--- config.mk ---
export PLATFORM = sky130hd
export DESIGN_NAME = ppc_div_cell
export DESIGN_NICKNAME = d
export VERILOG_FILES = /design/src/ppc_pkg.sv /design/src/ppc_div_cell.sv
export SDC_FILE = /design/constraint.sdc
export NUM_CORES = 1
export LEC_CHECK = 0
export ABC_AREA = 1
export BUFFER_PORTS_ARGS = -buffer_cell sky130_fd_sc_hd__buf_4
export CAP_MARGIN = 20
export CORE_AREA = 5 5 194 196
export CTS_BUF_LIST = sky130_fd_sc_hd__clkbuf_8
export DETAILED_ROUTE_END_ITERATION = 10
export DIE_AREA = 0 0 199 201
export GPL_ROUTABILITY_DRIVEN = 1
export GPL_TIMING_DRIVEN = 0
export PLACE_DENSITY = 0.85
export SETUP_SLACK_MARGIN = 0.3
export SYNTH_ARGS = -nofsm -noshare
export SYNTH_HDL_FRONTEND = slang
export SYNTH_SLANG_ARGS = --single-unit
--- constraint.sdc ---
create_clock -name i_clk -period 13.7 [get_ports i_clk]
set_clock_uncertainty 0.05 [all_clocks]
set_input_delay 0.685 -clock i_clk [delete_from_list [all_inputs] [get_ports i_clk]]
set_output_delay 0.685 -clock i_clk [all_outputs]
set_load 0.05 [all_outputs]
--- src/ppc_pkg.sv ---
// Shared types, constants and arithmetic helpers of the polar pose controller.
`timescale 1ns / 1ps
`default_nettype none

package ppc_pkg;

    localparam int CORDIC_STAGES_DEF = 16;
    localparam int POS_WIDTH_DEF     = 32;

    localparam int AW = 19;    // angle arithmetic width, Q3.13 plus headroom for wrapping
    localparam int HW = 16;    // heading and gain field width
    localparam int ZW = 34;    // CORDIC angle accumulator, Q2.30
    localparam int XW = 62;    // CORDIC x/y datapath width
    localparam int QW = 32;    // scale factor quotient width, Q0.32
    localparam int LW = 32;    // limit and speed field width

    localparam logic signed [AW-1:0] PI_Q13     = 19'sd25736;
    localparam logic signed [AW-1:0] TWO_PI_Q13 = 19'sd51472;
    localparam logic signed [ZW-1:0] HALF_PI_Q30 = 34'sd1686629713;
    localparam logic [29:0]          INV_GAIN_Q30 = 30'h26DD3B6A;
    localparam logic [QW:0]          SCALE_ONE = {1'b1, {QW{1'b0}}};

    typedef struct packed {
        logic signed [31:0] pose_x;
        logic signed [31:0] pose_y;
        logic signed [15:0] pose_heading;
    } t_pose;

    typedef struct packed {
        logic signed [31:0] trans_speed;
        logic signed [31:0] rot_speed;
    } t_speed;

    typedef struct packed {
        logic v_neg;
        logic w_neg;
        logic t_act;
        logic r_act;
    } t_div_flags;

    typedef enum logic [2:0] {
        REG_GOAL_X           = 3'd0,
        REG_GOAL_Y           = 3'd1,
        REG_GOAL_HEADING     = 3'd2,
        REG_GAIN_DISTANCE    = 3'd3,
        REG_GAIN_FINAL_ANGLE = 3'd4,
        REG_GAIN_BEARING     = 3'd5,
        REG_TRANS_LIMIT      = 3'd6,
        REG_ROT_LIMIT        = 3'd7
    } t_cfg_reg;

    // arctan(2^-i) in Q2.30, truncated up to index 26, rounded above
    function automatic logic [31:0] atan_q30(input logic [4:0] idx);
        logic [31:0] r;
        case (idx)
            5'd0:  r = 32'h3243F6A8;
            5'd1:  r = 32'h1DAC6705;
            5'd2:  r = 32'h0FADBAFC;
            5'd3:  r = 32'h07F56EA6;
            5'd4:  r = 32'h03FEAB76;
            5'd5:  r = 32'h01FFD55B;
            5'd6:  r = 32'h00FFFAAA;
            5'd7:  r = 32'h007FFF55;
            5'd8:  r = 32'h003FFFEA;
            5'd9:  r = 32'h001FFFFD;
            5'd10: r = 32'h000FFFFF;
            5'd11: r = 32'h0007FFFF;
            5'd12: r = 32'h0003FFFF;
            5'd13: r = 32'h0001FFFF;
            5'd14: r = 32'h0000FFFF;
            5'd15: r = 32'h00007FFF;
            5'd16: r = 32'h00003FFF;
            5'd17: r = 32'h00001FFF;
            5'd18: r = 32'h00000FFF;
            5'd19: r = 32'h000007FF;
            5'd20: r = 32'h000003FF;
            5'd21: r = 32'h000001FF;
            5'd22: r = 32'h000000FF;
            5'd23: r = 32'h0000007F;
            5'd24: r = 32'h0000003F;
            5'd25: r = 32'h0000001F;
            5'd26: r = 32'h0000000F;
            5'd27: r = 32'h00000008;
            5'd28: r = 32'h00000004;
            5'd29: r = 32'h00000002;
            5'd30: r = 32'h00000001;
            default: r = 32'h00000000;
        endcase
        return r;
    endfunction

    // wrap into [-pi, pi); handles inputs up to two full turns outside the range
    function automatic logic signed [AW-1:0] wrap_angle(input logic signed [AW-1:0] a);
        logic signed [AW-1:0] r;
        r = a;
        if (r >= PI_Q13) r = r - TWO_PI_Q13;
        if (r >= PI_Q13) r = r - TWO_PI_Q13;
        if (r < -PI_Q13) r = r + TWO_PI_Q13;
        if (r < -PI_Q13) r = r + TWO_PI_Q13;
        return r;
    endfunction

    // sign and magnitude to a saturated 32-bit speed
    function automatic logic signed [LW-1:0] emit_speed(input logic neg, input logic [63:0] mag);
        logic signed [LW-1:0] r;
        if (neg) begin
            r = (mag > 64'h8000_0000) ? 32'sh8000_0000 : -signed'(mag[LW-1:0]);
        end else begin
            r = (mag > 64'h7FFF_FFFF) ? 32'sh7FFF_FFFF : signed'(mag[LW-1:0]);
        end
        return r;
    endfunction

endpackage

`default_nettype wire

--- src/ppc_div_cell.sv ---
// One restoring-division step for the translational and rotational scale factors.
`timescale 1ns / 1ps
`default_nettype none

module ppc_div_cell #(
    parameter int DW = 45
) (
    input  logic                        i_clk,
    input  logic                        i_rst_n,
    input  logic                        i_valid,
    input  logic                        i_next_en,
    output logic                        o_en,
    input  logic [DW-1:0]               i_rem_t,
    input  logic [DW-1:0]               i_den_t,
    input  logic [ppc_pkg::QW-1:0]      i_q_t,
    input  logic [DW-1:0]               i_rem_r,
    input  logic [DW-1:0]               i_den_r,
    input  logic [ppc_pkg::QW-1:0]      i_q_r,
    input  ppc_pkg::t_div_flags         i_flags,
    output logic                        o_valid,
    output logic [DW-1:0]               o_rem_t,
    output logic [DW-1:0]               o_den_t,
    output logic [ppc_pkg::QW-1:0]      o_q_t,
    output logic [DW-1:0]               o_rem_r,
    output logic [DW-1:0]               o_den_r,
    output logic [ppc_pkg::QW-1:0]      o_q_r,
    output ppc_pkg::t_div_flags         o_flags
);
    import ppc_pkg::*;

    logic [DW:0]   sh_t, sh_r, df_t, df_r;
    logic          ge_t, ge_r;
    logic [DW-1:0] n_rem_t, n_rem_r;
    logic [QW-1:0] n_q_t, n_q_r;

    logic          r_valid;
    logic [DW-1:0] r_rem_t, r_den_t, r_rem_r, r_den_r;
    logic [QW-1:0] r_q_t, r_q_r;
    t_div_flags    r_flags;

    // remainder stays below the divisor, so the doubled value needs one extra bit
    always_comb begin
        sh_t    = {i_rem_t, 1'b0};
        sh_r    = {i_rem_r, 1'b0};
        df_t    = sh_t - {1'b0, i_den_t};
        df_r    = sh_r - {1'b0, i_den_r};
        ge_t    = sh_t >= {1'b0, i_den_t};
        ge_r    = sh_r >= {1'b0, i_den_r};
        n_rem_t = ge_t ? df_t[DW-1:0] : sh_t[DW-1:0];
        n_rem_r = ge_r ? df_r[DW-1:0] : sh_r[DW-1:0];
        n_q_t   = {i_q_t[QW-2:0], ge_t};
        n_q_r   = {i_q_r[QW-2:0], ge_r};
    end

    assign o_en = !r_valid || i_next_en;

    always_ff @(posedge i_clk) begin
        if (!i_rst_n) begin
            r_valid <= 1'b0;
        end else if (o_en) begin
            r_valid <= i_valid;
        end
    end

    always_ff @(posedge i_clk) begin
        if (o_en) begin
            r_rem_t <= n_rem_t;
            r_den_t <= i_den_t;
            r_q_t   <= n_q_t;
            r_rem_r <= n_rem_r;
            r_den_r <= i_den_r;
            r_q_r   <= n_q_r;
            r_flags <= i_flags;
        end
    end

    assign o_valid = r_valid;
    assign o_rem_t = r_rem_t;
    assign o_den_t = r_den_t;
    assign o_q_t   = r_q_t;
    assign o_rem_r = r_rem_r;
    assign o_den_r = r_den_r;
    assign o_q_r   = r_q_r;
    assign o_flags = r_flags;

endmodule

`default_nettype wire

Word-level counts from Yosys, hierarchy flattened

Index checks and enable logic that the tools add are counted.

Input port bits: 252
Register bits after elaboration: 249
Output and inout bits: 250
Logic and storage cells: 21

Reductions and logical operators: 2
Multiplexer cells: 2
$lt $le $gt $ge: 2
Add/subtract/negate cells: 2

Operator list:

| kind                                             | number |
|---|---|
| 46-bit by 45-bit >= comparator with 1-bit output | 2 |
| 45-bit 2-to-1 mux                                | 2 |
| 45-bit subtractor                                | 2 |
| 1-bit logical NOT                                | 1 |
| 1-bit logical OR                                 | 1 |

Longest topological paths before layout

Gate-level depths: netlist of run 1.

Depth after elaboration: 2
Mapped depth: 16
Mapped depth without buffers: 15

Worst setup path before layout of run 1

No wires, ideal clock.

Path kind: input-to-reg
Start: input port i_next_en
End: register r_valid, in the netlist o_valid
Stages on the path: 3
Data required time: 13,206 ps
Buffers on the path: 0
Path slack: 6,590 ps
Arrival time: 6,616 ps
Setup time: 444 ps
Cell sequence: inv_1 nand2_1 a21boi_0

Longest elaborated chain between the ends: 1

RTL lines:

| item                 | RTL line           | RTL |
|---|---|---|
| start, declared      | ppc_div_cell.sv:11 | `input logic i_next_en,` |
| 1-bit logical OR     | ppc_div_cell.sv:55 | `assign o_en = !r_valid \|\| i_next_en;` |
| via o_en             | ppc_div_cell.sv:12 | `output logic o_en,` |
| end signal, assigned | ppc_div_cell.sv:61 | `r_valid <= i_valid;` |
| end, declared        | ppc_div_cell.sv:36 | `logic r_valid;` |

The timed path passes the listed nets, and every way through them passes these cells.
A chain may end at the register's enable or synchronous reset.

Worst setup path in the final report of run 1

Start: register r_valid, in the netlist o_valid
End: output port o_en

Longest elaborated chain between the ends: 2

RTL lines:

| item              | RTL line |
|---|---|
| 1-bit logical NOT | ppc_div_cell.sv:55 |
| 1-bit logical OR  | ppc_div_cell.sv:55 |
| end, declared     | ppc_div_cell.sv:12 |

No other way between the ends.

==> results.json, run 1 <==
{
  "ys_warn_count": 0,
  "rr_worst_depth": 3,
  "critPathArrivalTime_ns": 2.13,
  "die-area_mm2": 0.0400,
  "grt_max_degree": 77,
  "cts_resized": 0,
  "fp.dieH_um": 201,
  "row_count": 70,
  "tns_ns": 0,
  "gp_congestion": 1.00,
  "track_usage_pct": 29.7,
  "power.share.switching_pct": 39.7,
  "initialDrtViolationCount": 1040,
  "area_growth_pct": 30.1,
  "period_share_pct": 20.9,
  "hp-class": "primary input to flip-flop",
  "leakagePower_uw": 0.0120,
  "reg2reg_slack_ns": 11.68,
  "place_hpwl_mm": 51.5,
  "cts_buffers": 40,
  "dr.pass1.iters": 6,
  "synth-seq-cells": 249,
  "power.share.clock_pct": 23.6,
  "routedWlPerCell_um": 18.6,
  "cts-htree-levels": 2,
  "cp_max_fo": 76,
  "vias_per_cell": 4.97,
  "hold_viol": 0,
  "antenna_found_initial": 0,
  "r2r_end": "o_den_t[6]",
  "io_buffer_count": 499,
  "critPathCapture": "o_en",
  "fmax_mhz": 348,
  "antenna_cells": 0,
  "status": "complete, no violations",
  "syn_area_per_cell_um2": 7.60,
  "layout-drive-gt1-share_pct": 24.1,
  "power_density_mw_per_mm2": 115,
  "cap_violations": 0,
  "worst_ir_drop_vdd_mv": 0.0928,
  "nNetsFinal": 3137,
  "grt_pass1_wl_mm": 91.9,
  "worst_pin_slew_ns": 0.622,
  "clkLatencyLatePin_ns": 0.57,
  "layout.cells.non_filler": 3293,
  "dp_cells": 3219,
  "gr-total-overflow": 0,
  "syn-num-nets": 2593,
  "routed_wl_mm": 61.1,
  "drc": 0,
  "vias": 16400,
  "cp-startpoint": "o_valid",
  "placed_cell_area_mm2": 0.0215,
  "relSlewSlack_pct": 58.5,
  "pwr-share-seq_pct": 38.1,
  "reg2reg_from": "o_valid",
  "grt_pass1_vias": 16600,
  "clkTransAtPathRegs_ns": 0.06,
  "synth_cells": 2249,
  "p_comb_share_pct": 38.4,
  "ant_nets": 0,
  "setup_ws_ns": 10.83,
  "pre_cts_ws_ns": 10.53,
  "syn-cell-area_mm2": 0.0171,
  "cts.sinks": 249,
  "synthDistinctLibCells": 37,
  "fin_area_mm2": 0.0223,
  "clockBufferDepth": 3,
  "p_switching_uw": 1010,
  "ctsHoldBuffers": 0,
  "yosysSeqAreaShare_pct": 43.7,
  "crit_type": "flip-flop to output port",
  "cts_tree": "done",
  "worst_ep_required_time_ns": 12.97,
  "pin_count": 502,
  "clock-root-buffer": "clkbuf_8",
  "postCtsSetupBuffers": 0,
  "drv_slew": 0,
  "finalPower_uw": 2550,
  "timing.final.crit_period_ns": 2.87,
  "critPathCaptureType": "output port",
  "rsz0062_at_grt": "false",
  "die_x_um": 199,
  "design.core.area_mm2": 0.0359,
  "initial_utilization_pct": 47.6,
  "startpoint_type": "flip-flop",
  "power.internal_uw": 1540,
  "setup_violations": 0
}
-- final cells by class --
type                            count  area [µm²]
Fill cell                        3147       13700
Clock buffer                       40         551
Tap cell                          468         586
Buffer                             27         262
Sequential cell                   249        7470
Inverter                          482        1810
Clock inverter                     34         178
Multi-Input combinational cell   1491        7570
Timing Repair Buffer              502        3830
-- power groups by stage --
stage	combinational, µW	sequential (µW)	clock (µW)
2_1_floorplan	331	1300	0
3_3_place_gp	963	994	0
3_5_place_dp	973	986	0
4_1_cts	977	972	615
5_1_grt	1040	978	651
6_report	978	971	601
-- cells in the mapped netlist (all sizes together) --
| cell | number | area share [%] |
|---|---|---|
| nor3 | 11 | 0.35 |
| xor2 | 48 | 2.5 |
| a21o | 2 | 0.088 |
| o21bai | 6 | 0.26 |
| a21oi | 53 | 1.6 |
| nor2 | 166 | 4.5 |
| nand2 | 854 | 19 |
| edfxtp | 248 | 44 |
| or2 | 3 | 0.11 |
| inv | 480 | 11 |
| and2 | 4 | 0.15 |
| ha | 90 | 6.6 |
| nand3b | 14 | 0.61 |
| xnor2 | 2 | 0.10 |
| nand3 | 208 | 6.7 |
| nand4 | 14 | 0.69 |
| nor4 | 3 | 0.11 |
| fa | 2 | 0.23 |
| buf | 27 | 1.5 |
| and3b | 1 | 0.051 |
| o21ai | 2 | 0.059 |
| o21a | 6 | 0.26 |
| clkinv | 2 | 0.044 |
| nor3b | 1 | 0.073 |
| dfxtp | 1 | 0.12 |
| a21boi | 1 | 0.044 |
-- how the worst min path moves through the flow --
stage,from,end,slack [ns],cells past startpoint
6_report,i_q_r[4],o_q_r[5],0.21,1
5_1_grt,i_q_t[30],o_q_t[31],0.17,1
4_1_cts,i_q_r[4],o_q_r[5],0.17,1
3_5_place_dp,i_q_t[10],o_q_t[11],0.81,1
3_3_place_gp,i_q_t[1],o_q_t[2],0.81,1
2_1_floorplan,i_den_r[0],o_den_r[0],0.73,0
-- critical path: stages, from the launching register on --
cell	delay, ns
dfxtp_1	0.34
nand2_4	0.46
buf_16	0.37
buf_4	0.27
-- cells in the final DEF (no fill, tap or decap), types with 4 or more instances in the layout --
cell type  instances
a21oi_2            4
ha_1              90
nor3_1            10
edfxtp_1         248
nand3b_1          14
nand4_1           12
clkbuf_8          40
a21oi_1           49
buf_2              7
buf_6             17
nand3_2           22
nor2_4            12
and2_1             4
clkinv_2           4
nor2_1           134
nor2_2            20
o21a_1             6
buf_4            501
nand2_1          825
inv_2              9
clkinv_1          14
inv_1            484
o21bai_1           6
nand3_1          186
xor2_1            48
nand2_2           28
-- kinds of logic after synthesis --
group,count (synthesis),share of synthesized area [%]
flip-flops,249,43.7
AND/OR/NAND/NOR,1279,32.5
AO/OA/AOI/OAI,70,2.36
XOR/XNOR,50,2.56
buffers and inverters,509,12.1
adder cells (fa/ha/maj),92,6.82
-- registers in the layout, summed over array words and instances (netlist names) --
signal and flops:
o_den_r 45, o_q_t 32, o_q_r 32, o_rem_t 45, o_flags 4, o_valid 1
o_rem_r 45, o_den_t 45
-- layer usage --
| layer | global-route usage [%] | wire (µm) |
|---|---|---|
| met1 | 33.6 | 22800 |
| met2 | 54.9 | 31400 |
| met3 | 5.45 | 4150 |
| met4 | 11.8 | 2730 |
| met5 | 0 | 0 |
-- per-stage QoR --
step	util, %	hold WS, ns
6_report	62.0	0.214
5_1_grt	62.0	0.171
3_3_place_gp	59.7	0.813
2_1_floorplan	-	0.734
4_1_cts	62.0	0.173
3_5_place_dp	59.9	0.814
(Power assumes the default switching activity.)
==> run 2, diff against run 1 <==
--- a/config.mk
+++ b/config.mk
@@ -8,13 +8,13 @@
 export ABC_AREA = 1
 export BUFFER_PORTS_ARGS = -buffer_cell sky130_fd_sc_hd__buf_4
 export CAP_MARGIN = 20
-export CORE_AREA = 5 5 194 196
+export CORE_AREA = 5 5 190 192
 export CTS_BUF_LIST = sky130_fd_sc_hd__clkbuf_8
 export DETAILED_ROUTE_END_ITERATION = 10
-export DIE_AREA = 0 0 199 201
+export DIE_AREA = 0 0 195 197
 export GPL_ROUTABILITY_DRIVEN = 1
 export GPL_TIMING_DRIVEN = 0
-export PLACE_DENSITY = 0.85
+export PLACE_DENSITY = 0.88
 export SETUP_SLACK_MARGIN = 0.3
 export SYNTH_ARGS = -nofsm -noshare
 export SYNTH_HDL_FRONTEND = slang
==> constraint.sdc (replaced) <==
create_clock -name i_clk -period 2.8 [get_ports i_clk]
set_clock_uncertainty 0.05 [all_clocks]
set_input_delay 0.14 -clock i_clk [delete_from_list [all_inputs] [get_ports i_clk]]
set_output_delay 0.14 -clock i_clk [all_outputs]
set_load 0.05 [all_outputs]
==> results.json, run 2 (synthesis results as in run 1) <==
{
  "status": "complete, no violations",
  "gr-total-overflow": 0,
  "ant_nets": 0,
  "timing.final.crit_period_ns": 2.53,
  "tns_ns": 0,
  "track_usage_pct": 38.7,
  "vias": 19300,
  "cp_max_fo": 10,
  "p_switching_uw": 5470,
  "grt_pass1_vias": 19800,
  "fp.dieH_um": 197,
  "clockBufferDepth": 3,
  "cts_tree": "done",
  "critPathCaptureType": "flip-flop",
  "grt_max_degree": 132,
  "pwr-share-seq_pct": 36.5,
  "p_comb_share_pct": 40.8,
  "row_count": 68,
  "vias_per_cell": 5.45,
  "initialDrtViolationCount": 1861,
  "clkLatencyLatePin_ns": 0.58,
  "cts.sinks": 249,
  "power.share.clock_pct": 22.7,
  "clock-root-buffer": "clkbuf_8",
  "grt_pass1_wl_mm": 115,
  "worst_pin_slew_ns": 1.03,
  "period_share_pct": 90.4,
  "drc": 0,
  "layout-drive-gt1-share_pct": 23.3,
  "cts_buffers": 41,
  "layout.cells.non_filler": 3538,
  "cap_violations": 0,
  "layout_commonest_cell": "nand2_1",
  "hold_viol": 0,
  "nNetsFinal": 3395,
  "worst_ir_drop_vdd_mv": 0.652,
  "rsz0062_at_grt": "true",
  "design.core.area_mm2": 0.0342,
  "routed_wl_mm": 78.8,
  "cts-htree-levels": 2,
  "dr.pass1.iters": 8,
  "startpoint_type": "primary input",
  "n_fill_cell": 2391,
  "final_cell_mix": "819 x nand2_1, 512 x buf_4, 481 x inv_1, 248 x edfxtp_1, 246 x dlygate4sd3_1",
  "die_x_um": 195,
  "place_hpwl_mm": 55.2,
  "power.internal_uw": 7730,
  "routedWlPerCell_um": 22.3,
  "clkTransAtPathRegs_ns": 0.07,
  "dp_cells": 3204,
  "fmax_mhz": 395,
  "fin_util_pct": 72.8,
  "die-area_mm2": 0.0384,
  "critPathArrivalTime_ns": 2.82,
  "leakagePower_uw": 0.0131,
  "io_buffer_count": 499,
  "crit_type": "primary input to flip-flop",
  "pin_count": 502,
  "gp_congestion": 0.984,
  "relSlewSlack_pct": 31.0,
  "initial_utilization_pct": 50.0,
  "power.share.switching_pct": 41.4,
  "setup_violations": 0,
  "hp-class": "primary input to flip-flop",
  "area_growth_pct": 45.6,
  "worst_ep_required_time_ns": 3.09,
  "antenna_found_initial": 5,
  "power_density_mw_per_mm2": 530,
  "drv_slew": 0
}
-- run 2: worst paths after layout --
check        slack (ns)          end        start  depth (start not counted)
min                0.21  o_den_r[13]  i_den_r[13]                          2
min reg2reg        1.31   o_flags[0]      o_valid                          1
max reg2reg        0.58      o_valid      o_valid                          3
max                0.27  o_rem_r[30]  i_den_r[23]                         14
-- run 2: final cells by class --
cell class	instances	area (µm²)	area share [%]
Multi-Input combinational cell	1491	7690	30.9
Sequential cell	249	7470	30.0
Timing Repair Buffer	759	6370	25.6
Inverter	482	1810	7.27
Tap cell	455	569	2.29
Clock buffer	41	564	2.27
Buffer	27	279	1.12
Clock inverter	30	133	0.533
Antenna cell	4	10.0	0.0402
-- run 2: per-stage QoR --
| stage | hold slack [ns] | setup slack, ns | power, µW | area [µm²] |
|---|---|---|---|---|
| after global routing | 0.190 | 0.235 | 13700 | 24900 |
| after global placement | 0.268 | 0.197 | 9560 | 21400 |
| final | 0.209 | 0.268 | 13200 | 24900 |
| after CTS | 0.180 | 0.311 | 12800 | 24600 |
| after detailed placement | 0.269 | 0.191 | 9630 | 21500 |
| after floorplan | 0.189 | 0.539 | 7950 | 17100 |
-- run 2: power groups by stage --
stage	sequential, µW	combinational (µW)	clock [µW]
after floorplan	6330	1620	0
after global placement	4820	4740	0
after detailed placement	4840	4790	0
after CTS	4770	5110	2870
after global routing	4830	5630	3190
final	4810	5380	3000
-- run 2: layer usage --
metal	global-route usage, %	wire (µm)
met1	41.1	26400
met2	70.6	39600
met3	7.88	6870
met4	23.5	5870
met5	0	0
-- run 2: critical path: stages --
cell           delay [ns]
dlygate4sd3_1        0.57
buf_4                0.14
inv_1                0.06
ha_1                 0.40
nand2_2              0.15
nor2_2               0.21
nand2_2              0.12
nor2_2               0.15
nand3_1              0.08
and2_1               0.17
buf_6                0.16
buf_6                0.16
nand3_1              0.15
nand2_1              0.14
-- run 2: what timing repair did --
item / in CTS / in global routing
setup endpoints to repair: 0 / 87
buffers inserted: 0 / 12
resized for setup: 0 / 40
hold endpoints to repair: 247 / 0
hold buffers: 246 / 0
==> run 3, diff against run 2 <==
--- a/config.mk
+++ b/config.mk
@@ -5,16 +5,16 @@
 export SDC_FILE = /design/constraint.sdc
 export NUM_CORES = 1
 export LEC_CHECK = 0
-export ABC_AREA = 1
+export ABC_AREA = 0
 export BUFFER_PORTS_ARGS = -buffer_cell sky130_fd_sc_hd__buf_4
 export CAP_MARGIN = 20
-export CORE_AREA = 5 5 190 192
+export CORE_AREA = 5 5 193 195
 export CTS_BUF_LIST = sky130_fd_sc_hd__clkbuf_8
 export DETAILED_ROUTE_END_ITERATION = 10
-export DIE_AREA = 0 0 195 197
+export DIE_AREA = 0 0 198 200
 export GPL_ROUTABILITY_DRIVEN = 1
 export GPL_TIMING_DRIVEN = 0
-export PLACE_DENSITY = 0.88
+export PLACE_DENSITY = 0.77
 export SETUP_SLACK_MARGIN = 0.3
 export SYNTH_ARGS = -nofsm -noshare
 export SYNTH_HDL_FRONTEND = slang
==> results.json, run 3 <==
{
  "syn-cell-area_mm2": 0.0143,
  "critPathCaptureType": "flip-flop",
  "clkTransAtPathRegs_ns": 0.07,
  "synth_cells": 1261,
  "timing.final.crit_period_ns": 2.56,
  "setup_ws_ns": 0.240,
  "cts.sinks": 249,
  "design.core.area_mm2": 0.0352,
  "layout-drive-gt1-share_pct": 35.9,
  "nNetsFinal": 2430,
  "grt_pass1_wl_mm": 76.6,
  "layout_commonest_cell": "buf_4",
  "clkLatencyLatePin_ns": 0.56,
  "cp_max_fo": 7,
  "critPathArrivalTime_ns": 2.83,
  "worst_ep_required_time_ns": 3.07,
  "cap_violations": 0,
  "gr-total-overflow": 0,
  "routedWlPerCell_um": 20.4,
  "antenna_found_initial": 4,
  "synth.most_common_cell": "edfxtp_1",
  "io_buffer_count": 499,
  "final_cell_mix": "526 x buf_4, 248 x dlygate4sd3_1, 248 x edfxtp_1, 128 x inv_1, 99 x nand2_1",
  "grt_max_degree": 74,
  "vias": 13600,
  "syn-num-nets": 1605,
  "hp-class": "primary input to flip-flop",
  "pre_cts_ws_ns": -0.694,
  "synth_area_leaders": "edfxtp_1 52%, ha_1 7.9%, mux2_4 3.9%",
  "gp_congestion": 0.909,
  "synthFlopType": "edfxtp_1",
  "grt_pass1_vias": 14000,
  "period_share_pct": 91.4,
  "die-area_mm2": 0.0396,
  "initial_utilization_pct": 40.6,
  "vias_per_cell": 5.27,
  "dr.pass1.iters": 6,
  "ys_warn_count": 0,
  "drc": 0,
  "finalPower_uw": 12900,
  "rr_worst_depth": 4,
  "fin_util_pct": 64.8,
  "leakagePower_uw": 0.0102,
  "cts_buffers": 43,
  "syn_area_per_cell_um2": 11.3,
  "fp.dieH_um": 200,
  "place_hpwl_mm": 36.2,
  "hold_viol": 0,
  "row_count": 69,
  "startpoint_type": "primary input",
  "power_density_mw_per_mm2": 565,
  "worst_pin_slew_ns": 0.994,
  "cts_tree": "done",
  "clockBufferDepth": 3,
  "fmax_mhz": 391,
  "ant_nets": 0,
  "pin_count": 502,
  "initialDrtViolationCount": 899,
  "tns_ns": 0,
  "worstHoldPathCells": 3,
  "crit_type": "primary input to flip-flop",
  "synth_common_cells": "248 x edfxtp_1, 125 x inv_1, 101 x nand2_1, 92 x a21oi_1, 90 x ha_1",
  "synth_edf_count": 248,
  "routed_wl_mm": 52.7,
  "die_x_um": 198,
  "yosysSeqAreaShare_pct": 52.2,
  "rsz0062_at_grt": "false",
  "reg2reg_slack_ns": 0.53,
  "yosysTopAreaCell": "edfxtp_1",
  "cts-htree-levels": 2,
  "yosysTopAreaCellShare_pct": 52.1,
  "track_usage_pct": 24.5,
  "relSlewSlack_pct": 33.8,
  "area_growth_pct": 59.6,
  "setup_violations": 0,
  "synthDistinctLibCells": 80,
  "clock-root-buffer": "clkbuf_8",
  "synthArstFlopShare_pct": 0,
  "synth-seq-cells": 249,
  "worst_ir_drop_vdd_mv": 0.447,
  "status": "complete, no violations",
  "drv_slew": 0
}
[run 3: final timing paths]
check / start / to
max: i_den_r[36] / o_rem_r[43]
min: i_den_r[0] / o_rem_r[1]
max reg2reg: o_valid / o_valid
min reg2reg: o_valid / o_q_r[3]
[run 3: final cells by class]
class	count	area [µm²]
clock buffers	45	619
diodes	2	5.00
well taps	461	577
clock inverters	30	129
plain buffers	49	395
fillers	2477	12400
inverters	126	508
flip-flops and latches	249	7470
multi-input cells	837	6550
repair buffers	780	6560
[run 3: logic make-up (layout without fill, tap and decap cells)]
kind of cell | after synthesis | count (layout) | share of synthesized area (%)
buf+inv | 175 | 1030 | 5.45
simple gates | 293 | 293 | 9.87
xor+xnor | 79 | 79 | 4.84
other cells | 0 | 2 | 0
fa+ha+maj | 92 | 92 | 8.16
mux | 45 | 45 | 4.48
flops | 249 | 249 | 52.2
compound gates | 328 | 328 | 14.9
[run 3: what timing repair did]
action / in CTS / in global routing
hold endpoints to repair: 247 / 2
buffers inserted: 8 / 21
resized for setup: 22 / 77
pin swaps: 15 / 31
hold buffers: 247 / 2
endpoints found under the setup margin: 51 / 84
gates cloned: 0 / 0
[run 3: stage by stage]
step                cell area, µm²  hold slack [ns]  instances
floorplan                    14600            0.189       1261
global placement             18900            0.268       2221
detailed placement           19000            0.269       2224
CTS                          22400           -0.250       2554
global route                 22800           0.0604       2579
finish                       22800            0.102       2579
[run 3: report_power, final]
group / internal (µW) / switching [µW]
sequential: 4640 / 154
combinational: 1930 / 3120
clock: 1490 / 1560
[run 3: worst max-delay path, stage by stage]
cell and delay (ns):
dlygate4sd3_1 0.55, buf_4 0.15, inv_1 0.08, ha_4 0.22, a21o_1 0.20, a21oi_1 0.22
o21bai_1 0.12, a21o_1 0.22, a211oi_1 0.28, o21bai_1 0.11, a31oi_1 0.24, xor2_1 0.21
o21ai_2 0.09
[run 3: metal layers]
layer	global-route usage, %	vias to the layer above	wire, µm
met5	0	-	21
met2	46.9	695	27900
met1	25.3	6472	17900
met3	7.35	143	4890
met4	8.65	4	2050
li1	-	6276	-
